`src/design/erate_pkg.sv`:
```
package erate_pkg;

    localparam int IN_TDATA_W  = 96;
    localparam int IN_TUSER_W  = 2;
    localparam int OUT_TDATA_W = 232;
    localparam int CFG_INDEX_W = 3;
    localparam int CFG_DATA_W  = 32;

    localparam int DIV_W      = 44;
    localparam int DIV_ITER   = DIV_W / 2;
    localparam int DIV_CNT_W  = $clog2(DIV_ITER + 1);

    localparam logic [1:0] MODE_SAMPLE      = 2'd0;
    localparam logic [1:0] MODE_SET_VIRTUAL = 2'd1;

    localparam logic [CFG_INDEX_W-1:0] REG_VIRTUAL_ENABLE = 3'd0;
    localparam logic [CFG_INDEX_W-1:0] REG_ZERO_OFFSET    = 3'd1;
    localparam logic [CFG_INDEX_W-1:0] REG_STALE_WARN     = 3'd2;
    localparam logic [CFG_INDEX_W-1:0] REG_STALE_FAULT    = 3'd3;
    localparam logic [CFG_INDEX_W-1:0] REG_SPEED_WARN     = 3'd4;
    localparam logic [CFG_INDEX_W-1:0] REG_SPEED_FAULT    = 3'd5;
    localparam logic [CFG_INDEX_W-1:0] REG_ACCEL_WARN     = 3'd6;
    localparam logic [CFG_INDEX_W-1:0] REG_ACCEL_FAULT    = 3'd7;

    localparam logic [31:0] STALE_WARN_RST  = 32'd20;
    localparam logic [31:0] STALE_FAULT_RST = 32'd100;
    localparam logic [30:0] SPEED_WARN_RST  = 31'd100000;
    localparam logic [30:0] SPEED_FAULT_RST = 31'd200000;
    localparam logic [30:0] ACCEL_WARN_RST  = 31'd10000000;
    localparam logic [30:0] ACCEL_FAULT_RST = 31'd20000000;

    typedef struct packed {
        logic [15:0]        raw;
        logic signed [31:0] delta;
        logic [47:0]        accum;
        logic signed [31:0] vel;
        logic signed [31:0] acc;
        logic [31:0]        stamp;
        logic               sampled;
    } chan_t;

    typedef struct packed {
        logic load_in;
        logic prep;
        logic div_start;
        logic div_sel_acc;
        logic cap_vel;
        logic commit;
        logic report;
    } ctrl_cmd_t;

    typedef struct packed {
        logic need_update;
        logic div_done;
        logic out_free;
    } ctrl_sts_t;

    // x * 1000 as shifts: 1024 - 16 - 8
    function automatic logic signed [DIV_W-1:0] mul1000(input logic signed [DIV_W-1:0] x);
        return (x <<< 10) - (x <<< 4) - (x <<< 3);
    endfunction

endpackage

```
`src/design/erate_div.sv`:
```
module erate_div #(
    parameter int DT_W = 7
) (
    input  logic                                  clk,
    input  logic                                  rst_n,
    input  logic                                  start,
    input  logic signed [erate_pkg::DIV_W-1:0]    dividend,
    input  logic [DT_W-1:0]                       divisor,
    output logic                                  busy,
    output logic                                  done,
    output logic signed [31:0]                    quot
);
    import erate_pkg::*;

    logic                  busy_reg;
    logic                  done_reg;
    logic [DIV_CNT_W-1:0]  cnt_reg;
    logic                  neg_reg;
    logic [DIV_W-1:0]      num_reg;
    logic [DT_W-1:0]       rem_reg;
    logic [DT_W-1:0]       den_reg;
    logic signed [31:0]    quot_reg;

    logic [DIV_W-1:0]      mag;
    logic [DT_W:0]         r1;
    logic [DT_W:0]         r2;
    logic                  ge1;
    logic                  ge2;
    logic [DT_W-1:0]       r1_next;
    logic [DT_W-1:0]       rem_next;
    logic [DIV_W-1:0]      num_next;
    logic signed [31:0]    quot_next;

    assign mag = dividend[DIV_W-1] ? DIV_W'(-dividend) : DIV_W'(dividend);

    // two restoring steps per cycle
    always_comb
    begin
        r1       = {rem_reg, num_reg[DIV_W-1]};
        ge1      = (r1 >= {1'b0, den_reg});
        r1_next  = ge1 ? DT_W'(r1 - {1'b0, den_reg}) : DT_W'(r1);
        r2       = {r1_next, num_reg[DIV_W-2]};
        ge2      = (r2 >= {1'b0, den_reg});
        rem_next = ge2 ? DT_W'(r2 - {1'b0, den_reg}) : DT_W'(r2);
        num_next = {num_reg[DIV_W-3:0], ge1, ge2};
    end

    // truncated quotient, signed, saturated to 32 bits
    always_comb
    begin
        if (neg_reg)
        begin
            if (num_reg > DIV_W'(64'h8000_0000))
                quot_next = 32'sh8000_0000;
            else
                quot_next = -$signed(num_reg[31:0]);
        end
        else
        begin
            if (num_reg > DIV_W'(64'h7FFF_FFFF))
                quot_next = 32'sh7FFF_FFFF;
            else
                quot_next = $signed(num_reg[31:0]);
        end
    end

    always_ff @(posedge clk or negedge rst_n)
    begin
        if (!rst_n)
        begin
            busy_reg <= 1'b0;
            done_reg <= 1'b0;
            cnt_reg  <= '0;
        end
        else
        begin
            done_reg <= 1'b0;
            if (start)
            begin
                busy_reg <= 1'b1;
                cnt_reg  <= DIV_CNT_W'(DIV_ITER);
            end
            else if (busy_reg)
            begin
                if (cnt_reg == '0)
                begin
                    busy_reg <= 1'b0;
                    done_reg <= 1'b1;
                end
                else
                begin
                    cnt_reg <= cnt_reg - 1'b1;
                end
            end
        end
    end

    always_ff @(posedge clk)
    begin
        if (start)
        begin
            neg_reg <= dividend[DIV_W-1];
            num_reg <= mag;
            rem_reg <= '0;
            den_reg <= divisor;
        end
        else if (busy_reg)
        begin
            if (cnt_reg == '0)
            begin
                quot_reg <= quot_next;
            end
            else
            begin
                num_reg <= num_next;
                rem_reg <= rem_next;
            end
        end
    end

    assign busy = busy_reg;
    assign done = done_reg;
    assign quot = quot_reg;

endmodule

```
`src/design/erate_ctrl.sv`:
```
module erate_ctrl (
    input  logic                   clk,
    input  logic                   rst_n,
    input  logic                   s_tvalid,
    output logic                   s_tready,
    input  erate_pkg::ctrl_sts_t   sts,
    output erate_pkg::ctrl_cmd_t   cmd
);
    import erate_pkg::*;

    localparam logic [2:0] S_IDLE     = 3'd0;
    localparam logic [2:0] S_PREP     = 3'd1;
    localparam logic [2:0] S_VEL_GO   = 3'd2;
    localparam logic [2:0] S_VEL_WAIT = 3'd3;
    localparam logic [2:0] S_ACC_GO   = 3'd4;
    localparam logic [2:0] S_ACC_WAIT = 3'd5;
    localparam logic [2:0] S_REPORT   = 3'd6;

    logic [2:0] state_reg;
    logic [2:0] state_next;

    always_comb
    begin
        state_next = state_reg;
        cmd        = '0;
        unique case (state_reg)
            S_IDLE:
            begin
                if (s_tvalid)
                begin
                    cmd.load_in = 1'b1;
                    state_next  = S_PREP;
                end
            end
            S_PREP:
            begin
                cmd.prep   = 1'b1;
                state_next = sts.need_update ? S_VEL_GO : S_REPORT;
            end
            S_VEL_GO:
            begin
                cmd.div_start = 1'b1;
                state_next    = S_VEL_WAIT;
            end
            S_VEL_WAIT:
            begin
                if (sts.div_done)
                begin
                    cmd.cap_vel = 1'b1;
                    state_next  = S_ACC_GO;
                end
            end
            S_ACC_GO:
            begin
                cmd.div_start   = 1'b1;
                cmd.div_sel_acc = 1'b1;
                state_next      = S_ACC_WAIT;
            end
            S_ACC_WAIT:
            begin
                if (sts.div_done)
                begin
                    cmd.commit = 1'b1;
                    state_next = S_REPORT;
                end
            end
            S_REPORT:
            begin
                if (sts.out_free)
                begin
                    cmd.report = 1'b1;
                    state_next = S_IDLE;
                end
            end
            default:
            begin
                state_next = S_IDLE;
            end
        endcase
    end

    always_ff @(posedge clk or negedge rst_n)
    begin
        if (!rst_n)
            state_reg <= S_IDLE;
        else
            state_reg <= state_next;
    end

    assign s_tready = (state_reg == S_IDLE);

endmodule

```
`src/design/erate_dp.sv`:
```
module erate_dp #(
    parameter int COUNT_POLARITY = 1,
    parameter int COUNTER_CENTER = 32768,
    parameter int DT_MAX_MS      = 100,
    parameter int DT_W           = 7
) (
    input  logic                                  clk,
    input  logic                                  rst_n,
    input  erate_pkg::ctrl_cmd_t                  cmd,
    output erate_pkg::ctrl_sts_t                  sts,
    input  logic [erate_pkg::IN_TDATA_W-1:0]      s_tdata,
    input  logic [erate_pkg::IN_TUSER_W-1:0]      s_tuser,
    input  logic                                  cfg_we,
    input  logic [erate_pkg::CFG_INDEX_W-1:0]     cfg_index,
    input  logic [erate_pkg::CFG_DATA_W-1:0]      cfg_data,
    output logic signed [erate_pkg::DIV_W-1:0]    div_dividend,
    output logic [DT_W-1:0]                       div_divisor,
    input  logic signed [31:0]                    div_quot,
    input  logic                                  div_done,
    input  logic                                  m_tready,
    output logic                                  m_tvalid,
    output logic [erate_pkg::OUT_TDATA_W-1:0]     m_tdata
);
    import erate_pkg::*;

    localparam logic [15:0] CENTER16 = 16'(COUNTER_CENTER);
    localparam logic [31:0] DT_MAX32 = 32'(DT_MAX_MS);
    localparam chan_t CHAN_RST = '{raw: CENTER16, delta: '0, accum: '0, vel: '0,
                                   acc: '0, stamp: '0, sampled: 1'b0};

    // configuration
    logic        ve_reg;
    logic [31:0] zero_off_reg;
    logic [31:0] stale_warn_reg;
    logic [31:0] stale_fault_reg;
    logic [30:0] speed_warn_reg;
    logic [30:0] speed_fault_reg;
    logic [30:0] accel_warn_reg;
    logic [30:0] accel_fault_reg;

    // item and channel state
    logic [1:0]  mode_reg;
    logic [15:0] ctr_reg;
    logic [47:0] vcount_reg;
    logic [31:0] now_reg;
    logic [15:0] prev_ctr_reg;
    chan_t       real_reg;
    chan_t       virt_reg;

    // work registers for one update
    logic               w_virt_reg;
    logic [15:0]        w_raw_reg;
    logic signed [31:0] w_delta_reg;
    logic [47:0]        w_cnt_reg;
    logic [DT_W-1:0]    w_dt_reg;
    logic signed [31:0] vel_reg;

    logic                     m_tvalid_reg;
    logic [OUT_TDATA_W-1:0]   m_tdata_reg;

    logic               w_virt_next;
    chan_t              prep_ch;
    logic [15:0]        sd16;
    logic signed [31:0] sd32;
    logic signed [31:0] real_delta;
    logic [15:0]        w_raw_next;
    logic signed [31:0] w_delta_next;
    logic [47:0]        w_cnt_next;
    logic [31:0]        dt_raw;
    logic [DT_W-1:0]    w_dt_next;
    chan_t              upd_ch;
    logic signed [32:0] vel_diff;
    chan_t              chan_new;
    chan_t              rep_ch;
    logic [31:0]        age;
    logic [31:0]        abs_vel;
    logic [31:0]        abs_acc;
    logic [5:0]         flags;
    logic [47:0]        position;

    assign sts.need_update = ((mode_reg == MODE_SAMPLE) && !ve_reg)
                             || (mode_reg == MODE_SET_VIRTUAL);
    assign sts.div_done    = div_done;
    assign sts.out_free    = !m_tvalid_reg || m_tready;

    // update preparation
    always_comb
    begin
        w_virt_next = (mode_reg == MODE_SET_VIRTUAL);
        prep_ch     = w_virt_next ? virt_reg : real_reg;
        sd16        = ctr_reg - prev_ctr_reg;
        sd32        = 32'(signed'(sd16));
        if (COUNT_POLARITY > 0)
            real_delta = sd32;
        else if (COUNT_POLARITY < 0)
            real_delta = -sd32;
        else
            real_delta = '0;

        if (w_virt_next)
        begin
            w_raw_next   = CENTER16 + vcount_reg[15:0];
            w_delta_next = $signed(vcount_reg[31:0] - virt_reg.accum[31:0]);
            w_cnt_next   = vcount_reg;
        end
        else
        begin
            w_raw_next   = ctr_reg;
            w_delta_next = real_delta;
            w_cnt_next   = real_reg.accum + 48'(real_delta);
        end

        dt_raw = now_reg - prep_ch.stamp;
        if (!prep_ch.sampled || dt_raw == '0)
            w_dt_next = DT_W'(1);
        else if (dt_raw > DT_MAX32)
            w_dt_next = DT_W'(DT_MAX_MS);
        else
            w_dt_next = dt_raw[DT_W-1:0];
    end

    // divider operands
    always_comb
    begin
        upd_ch   = w_virt_reg ? virt_reg : real_reg;
        vel_diff = 33'(vel_reg) - 33'(upd_ch.vel);
        if (cmd.div_sel_acc)
            div_dividend = mul1000(DIV_W'(vel_diff));
        else
            div_dividend = mul1000(DIV_W'(w_delta_reg));
        div_divisor = w_dt_reg;
    end

    always_comb
    begin
        chan_new.raw     = w_raw_reg;
        chan_new.delta   = w_delta_reg;
        chan_new.accum   = w_cnt_reg;
        chan_new.vel     = vel_reg;
        chan_new.acc     = div_quot;
        chan_new.stamp   = now_reg;
        chan_new.sampled = 1'b1;
    end

    // report of the active channel
    always_comb
    begin
        rep_ch   = ve_reg ? virt_reg : real_reg;
        age      = now_reg - rep_ch.stamp;
        abs_vel  = rep_ch.vel[31] ? 32'(-rep_ch.vel) : 32'(rep_ch.vel);
        abs_acc  = rep_ch.acc[31] ? 32'(-rep_ch.acc) : 32'(rep_ch.acc);
        flags[0] = (age >= stale_warn_reg);
        flags[1] = (age >= stale_fault_reg);
        flags[2] = (abs_vel >= {1'b0, speed_warn_reg});
        flags[3] = (abs_vel >= {1'b0, speed_fault_reg});
        flags[4] = (abs_acc >= {1'b0, accel_warn_reg});
        flags[5] = (abs_acc >= {1'b0, accel_fault_reg});
        position = rep_ch.accum - {{16{zero_off_reg[31]}}, zero_off_reg};
    end

    always_ff @(posedge clk or negedge rst_n)
    begin
        if (!rst_n)
        begin
            ve_reg          <= 1'b0;
            zero_off_reg    <= '0;
            stale_warn_reg  <= STALE_WARN_RST;
            stale_fault_reg <= STALE_FAULT_RST;
            speed_warn_reg  <= SPEED_WARN_RST;
            speed_fault_reg <= SPEED_FAULT_RST;
            accel_warn_reg  <= ACCEL_WARN_RST;
            accel_fault_reg <= ACCEL_FAULT_RST;
        end
        else if (cfg_we)
        begin
            unique case (cfg_index)
                REG_VIRTUAL_ENABLE: ve_reg          <= cfg_data[0];
                REG_ZERO_OFFSET:    zero_off_reg    <= cfg_data;
                REG_STALE_WARN:     stale_warn_reg  <= cfg_data;
                REG_STALE_FAULT:    stale_fault_reg <= cfg_data;
                REG_SPEED_WARN:     speed_warn_reg  <= cfg_data[30:0];
                REG_SPEED_FAULT:    speed_fault_reg <= cfg_data[30:0];
                REG_ACCEL_WARN:     accel_warn_reg  <= cfg_data[30:0];
                REG_ACCEL_FAULT:    accel_fault_reg <= cfg_data[30:0];
                default:            ve_reg          <= ve_reg;
            endcase
        end
    end

    always_ff @(posedge clk or negedge rst_n)
    begin
        if (!rst_n)
        begin
            prev_ctr_reg <= CENTER16;
            real_reg     <= CHAN_RST;
            virt_reg     <= CHAN_RST;
            m_tvalid_reg <= 1'b0;
        end
        else
        begin
            if (cmd.commit)
            begin
                if (w_virt_reg)
                begin
                    virt_reg <= chan_new;
                end
                else
                begin
                    real_reg     <= chan_new;
                    prev_ctr_reg <= ctr_reg;
                end
            end
            if (cmd.report)
                m_tvalid_reg <= 1'b1;
            else if (m_tready)
                m_tvalid_reg <= 1'b0;
        end
    end

    always_ff @(posedge clk)
    begin
        if (cmd.load_in)
        begin
            mode_reg   <= s_tuser;
            ctr_reg    <= s_tdata[15:0];
            vcount_reg <= s_tdata[63:16];
            now_reg    <= s_tdata[95:64];
        end
        if (cmd.prep)
        begin
            w_virt_reg  <= w_virt_next;
            w_raw_reg   <= w_raw_next;
            w_delta_reg <= w_delta_next;
            w_cnt_reg   <= w_cnt_next;
            w_dt_reg    <= w_dt_next;
        end
        if (cmd.cap_vel)
            vel_reg <= div_quot;
        if (cmd.report)
            m_tdata_reg <= {2'b00, flags, age, rep_ch.stamp, rep_ch.acc, rep_ch.vel,
                            position, rep_ch.delta, rep_ch.raw};
    end

    assign m_tvalid = m_tvalid_reg;
    assign m_tdata  = m_tdata_reg;

endmodule

```
`src/design/encoder_rate_estimator.sv`:
```
// Sequence: a report-only transaction is loaded, prepared and reported; one that updates
//   a channel is loaded and prepared, then makes two divider passes (velocity, then
//   acceleration), each of two quotient bits per step, then saturation and capture.
// Acceptance: one transaction at a time; ready again in the cycle after the result is
//   loaded into the output register; the report waits until that register is free.
// Reset: rst_n asynchronous, active low; clears the controller, divider control,
//   channel state and configuration to their defaults.
module encoder_rate_estimator #(
    parameter int COUNT_POLARITY = 1,
    parameter int COUNTER_CENTER = 32768,
    parameter int DT_MAX_MS      = 100
) (
    input  logic                                  clk,
    input  logic                                  rst_n,
    input  logic                                  s_tvalid,
    output logic                                  s_tready,
    // counter_value[15:0], virtual_count[63:16], now_ms[95:64]
    input  logic [erate_pkg::IN_TDATA_W-1:0]      s_tdata,
    // mode[1:0]
    input  logic [erate_pkg::IN_TUSER_W-1:0]      s_tuser,
    output logic                                  m_tvalid,
    input  logic                                  m_tready,
    // raw_ctr[15:0], step_cnt[47:16], position_count[95:48], velocity_cps[127:96],
    // accel_cps2[159:128], sample_time_ms[191:160], age_ms[223:192], flags[229:224]
    output logic [erate_pkg::OUT_TDATA_W-1:0]     m_tdata,
    input  logic                                  cfg_we,
    input  logic [erate_pkg::CFG_INDEX_W-1:0]     cfg_index,
    input  logic [erate_pkg::CFG_DATA_W-1:0]      cfg_data
);
    import erate_pkg::*;

    localparam int DT_W = $clog2(DT_MAX_MS + 1);

    ctrl_cmd_t              cmd;
    ctrl_sts_t              sts;
    logic signed [DIV_W-1:0] div_dividend;
    logic [DT_W-1:0]        div_divisor;
    logic signed [31:0]     div_quot;
    logic                   div_done;
    logic                   div_busy;

    erate_ctrl u_ctrl (
        .clk      (clk),
        .rst_n    (rst_n),
        .s_tvalid (s_tvalid),
        .s_tready (s_tready),
        .sts      (sts),
        .cmd      (cmd)
    );

    erate_dp #(
        .COUNT_POLARITY (COUNT_POLARITY),
        .COUNTER_CENTER (COUNTER_CENTER),
        .DT_MAX_MS      (DT_MAX_MS),
        .DT_W           (DT_W)
    ) u_dp (
        .clk          (clk),
        .rst_n        (rst_n),
        .cmd          (cmd),
        .sts          (sts),
        .s_tdata      (s_tdata),
        .s_tuser      (s_tuser),
        .cfg_we       (cfg_we),
        .cfg_index    (cfg_index),
        .cfg_data     (cfg_data),
        .div_dividend (div_dividend),
        .div_divisor  (div_divisor),
        .div_quot     (div_quot),
        .div_done     (div_done),
        .m_tready     (m_tready),
        .m_tvalid     (m_tvalid),
        .m_tdata      (m_tdata)
    );

    erate_div #(
        .DT_W (DT_W)
    ) u_div (
        .clk      (clk),
        .rst_n    (rst_n),
        .start    (cmd.div_start),
        .dividend (div_dividend),
        .divisor  (div_divisor),
        .busy     (div_busy),
        .done     (div_done),
        .quot     (div_quot)
    );

`ifndef SYNTHESIS
    a_one_in_flight: assert property (@(posedge clk) disable iff (!rst_n)
        s_tvalid && s_tready |=> !s_tready)
        else $error("transaction accepted while another is in flight");

    a_div_idle_start: assert property (@(posedge clk) disable iff (!rst_n)
        cmd.div_start |-> !div_busy)
        else $error("divider started while busy");

    a_div_done_idle: assert property (@(posedge clk) disable iff (!rst_n)
        div_done |-> !div_busy)
        else $error("divider done while still busy");

    a_out_from_report: assert property (@(posedge clk) disable iff (!rst_n)
        $rose(m_tvalid) |-> $past(cmd.report))
        else $error("result shown without a report");
`endif

endmodule

```
`config.mk`:
```
export PLATFORM = sky130hd
export DESIGN_NAME = encoder_rate_estimator
export DESIGN_NICKNAME = d
export VERILOG_FILES = /design/src/design/erate_pkg.sv /design/src/design/erate_div.sv /design/src/design/erate_ctrl.sv /design/src/design/erate_dp.sv /design/src/design/encoder_rate_estimator.sv
export SDC_FILE = /design/constraint.sdc
export NUM_CORES = 2
export LEC_CHECK = 0
export ABC_AREA = 0
export BUFFER_PORTS_ARGS = -buffer_cell sky130_fd_sc_hd__buf_2
export CAP_MARGIN = 0
export CORE_UTILIZATION = 50
export DETAILED_ROUTE_END_ITERATION = 10
export PLACE_DENSITY_LB_ADDON = 0.12
export SLEW_MARGIN = 20
export SYNTH_ARGS = -nofsm -noshare
export SYNTH_HDL_FRONTEND = slang
export SYNTH_SLANG_ARGS = --single-unit
```
`constraint.sdc`:
```
create_clock -name clk -period 23.8 [get_ports clk]
set_input_delay 3.57 -clock clk [delete_from_list [all_inputs] [get_ports clk]]
set_output_delay 3.57 -clock clk [all_outputs]
set_load 0.005 [all_outputs]
```
==> metrics.md <==
| Metric | Value |
|---|---|
| Status | complete, no violations |
| Sequential share of the synthesized area | 45.42% |
| Max Fanout on Critical Path | 32 |
| GRT Overall Usage | 29.30% |
| Reg2reg end | u_div.num_reg[20]$_DFFE_PP_ |
| Antenna violations before repair | 21 |
| # nets final | 7718 |
| Area Overhead vs Synth | 11.90% |
| CP Data Arrival Time | 9.07 ns |
| Critical Path Sink | u_div.num_reg[20]$_DFFE_PP_ |
| DP HPWL | 160500 um |
| Worst setup EP type | register |
| Cells after DPL | 8736 |
| Largest register FFs | 230 |
| Most common flop cell mapped by yosys | dfrtp_1 |
| Clock Skew | 0.03567 ns |
| DRC Markers | 0 |
| VDD IR max | approximately 75 uV |
| Fill count | 12270 |
| Chip Height | 380.3 um |
| Syn avg cell area | 10.74 sq um |
| Final cell count without fillers | 8998 |
| Leak | 36.58 nW |
| Synth Cell Area | approximately 70000 sq um |
| Max Root-Sink Buffers | 3 |
| Slew margin rel. | 22.37% |
| Pwr dens | 142.9 nW/um^2 |
| Number of max-cap violations | 0 |
| Placed Area | 75370 sq um |
| R2R Setup Slk | approximately 15 ns |
| Setup TNS | 0 ns |
| Largest net degree at the start of global routing | 162 |
| RSZ-0062 raised after global routing | no |
| Hold_ws | 0.4191 ns |
| Post-DR vias/cell | 5.867 |
| CTS hold repair buffers | 0 |
| CP Class | reg -> reg |
| Final period util | 35.85% |
| Wirelength per Cell | 23.77 um |
| Async set or reset register ratio after synthesis | between 50 and 60% |
| Number of global-route vias before repair | 51490 |
| FMAX | 117.2 MHz |
| Crit start category | register |
| Worst Path Required | 24.33 ns |
| Worst slew pin tran | between 1 and 1.5 ns |
| Crit path time final | ~8.5 ns |
| Layout cells sized above 1 | 19.06% |
| EDFF count, synth | 548 |
| Post-cts sizing count | 0 |
| CP max-delay cell | or4_1 |
| Core area | 141800 sq um |
| DRT iter0 DRCs | 4515 |
| PortBufs | 369 |
| Die X | 380.3 um |
| Std cell rows | 138 |
| Syn Inst Count | 6661 |
| Yosys warnings | 0 |
| Crit path from | u_dp.w_virt_reg$_DFFE_PP_ |
| CTS buffer count | between 100 and 150 |
| Routed via count | 52790 |
| R2R cell count | 27 |
| H-tree depth | 4 |
| I/O pin count | between 300 and 400 |
| CTS Sinks | between 1000 and 1500 |
| Final Slew Violations | 0 |
| Setup Buffers After CTS | 0 |
| Initial Util | ~50% |
| Netlist cell types | between 100 and 150 |
| Finished Cell Area | 80080 sq um |
| Design Power | 0.01144 W |
| Die area | between 100000 and 150000 sq um |
| FF+latch count, synth | 1189 |
| Post-Route WL | around 210000 um |
| Cell mode on critical path | o21ai_0 |
| Worst stage delay on the critical path | 0.52 ns |
| Worst-Skew Late Latency | 0.79 ns |
| Total grt overflow | 0 |
| Worst r2r src | u_dp.w_virt_reg$_DFFE_PP_ |
| Global placer's final weighted congestion | 0.9203 |
| Antenna-violating nets left | 0 |
| First-pass GRT wire length | 322300 um |
| Hold Vio Cnt, Final | 0 |
| Initial DRT Pass Iterations | 6 |
| Root buf cell | clkbuf_16 |
| Hold Crit Class | reg -> reg |
| Clock transition at path regs | 0.06 ns |
| Clock tree from TritonCTS | done |
| Final setup viols | 0 |
routing by layer:
layer / part of all wire [%] / track usage (%) / vias up / wire (um)
li1: - / - / 24760 / -
met3: 6.3 / 4.543 / 289 / 13430
met1: 45 / 41.25 / 26100 / 96480
met4: 3.1 / 9.282 / 6 / 6658
met2: 45 / 46.33 / 1635 / 97320
met5: 0.019 / 0 / - / 41
Yosys cell counts (31+ instances only):
cell	n	area [sq um]
a21o_1	212	1592
nand2b_1	80	500.5
o21ai_0	487	2437
dfrtp_1	598	14960
dfstp_2	36	945.9
o21bai_1	44	330.3
fa_1	56	1121
nor2_1	280	1051
or3_1	36	225.2
nand4_1	70	437.9
clkbuf_1	186	698.2
ha_1	537	6719
xor2_1	114	998.5
and2_1	32	200.2
nor3_1	108	540.5
buf_1	31	116.4
a21oi_1	378	1892
nand2_1	531	1993
o21a_1	58	435.4
o31ai_1	31	232.7
a211oi_1	42	315.3
inv_1	516	1937
mux2_2	615	6925
mux2i_1	150	1501
and3_1	45	281.5
nand3_1	80	400.4
nor2b_1	60	375.4
edfxtp_1	548	16460
a31oi_1	44	275.3
xnor2_1	228	1997
cells in the final DEF (no fill, tap or decap), types with 45 or more instances in the layout:
cell type,count
mux2i_1,150
edfxtp_1,548
inv_1,515
a21oi_1,378
a21o_1,212
and3_1,45
fa_1,56
xor2_1,114
o21a_1,58
nor3_1,105
o21ai_0,487
nand3_1,80
ha_1,537
nand2_1,530
nor2b_1,60
clkbuf_16,140
mux2_2,615
nand4_1,70
nor2_1,280
dfrtp_1,597
xnor2_1,226
buf_2,368
nand2b_1,79
worst min-delay path by stage:
stage / start / end / slack, ns / cells past startpoint
after CTS: u_dp.div_divisor[6]$_SDFFCE_PP0P_ / u_div.den_reg[6]$_DFFE_PN_ / 0.42 / 0
after global placement: u_dp.div_divisor[6]$_SDFFCE_PP0P_ / u_div.den_reg[6]$_DFFE_PN_ / 0.41 / 0
after global routing: u_dp.div_divisor[6]$_SDFFCE_PP0P_ / u_div.den_reg[6]$_DFFE_PN_ / 0.44 / 0
after floorplan: u_dp.div_divisor[0]$_SDFFCE_PP1P_ / u_div.den_reg[0]$_DFFE_PN_ / 0.40 / 0
after detailed placement: u_dp.div_divisor[6]$_SDFFCE_PP0P_ / u_div.den_reg[6]$_DFFE_PN_ / 0.41 / 0
final: u_dp.div_divisor[6]$_SDFFCE_PP0P_ / u_div.den_reg[6]$_DFFE_PN_ / 0.42 / 0
critical path, delay by kind of cell (launching register included):
family	cells	cell delay, ns
AO/OA/AOI/OAI	16	3.81
XOR/XNOR	2	0.54
adder cells (fa/ha/maj)	3	1.18
buffers and inverters	3	1.24
flip-flops	1	0.40
multiplexers	2	0.52
AND/OR/NAND/NOR	1	0.52
per-stage QoR:
| step | setup WS [ns] | utilization (%) |
|---|---|---|
| 2_1_floorplan | 2.436 | - |
| 3_3_place_gp | 15.48 | 53.17 |
| 3_5_place_dp | 15.36 | 53.17 |
| 4_1_cts | 15.29 | 56.46 |
| 5_1_grt | 14.65 | 56.49 |
| 6_report | 15.27 | 56.49 |
power breakdown:
part | leakage [nW] | internal [W] | total (W) | switching [W]
sequential | 13.5 | 0.00278 | 0.00315 | 0.000367
combinational | 20.8 | 0.00234 | 0.00610 | 0.00376
clock | 2.25 | 0.00129 | 0.00220 | 0.000908
total | 36.6 | 0.00641 | 0.0114 | 0.00504
layout make-up:
cell class                 instances  area, sq um  area share [%]
clock buffer                     174         3671           4.584
antenna                            4        10.01         0.01250
multi-input combinational       4722        36270           45.29
tap                             1890         2365           2.953
inverter                         517         1943           2.426
sequential                      1189        32510           40.60
clock inverter                    83        996.0           1.244
timing repair buffer             419         2318           2.895
cell families (layout without fill, tap and decap cells):
group,count (synthesis),after routing,share of synthesized area (%)
AOI/OAI and AO/OA,1536,1536,13.40
and+or+nand+nor,1481,1481,10.16
buffers and inverters,751,1193,4.016
other,1,6,0.005240
xor gates and xnor gates,344,344,4.252
adders and majority gates,594,594,10.97
muxes,765,765,11.78
DFF,1189,1189,45.42
(Power assumes the default switching activity.)
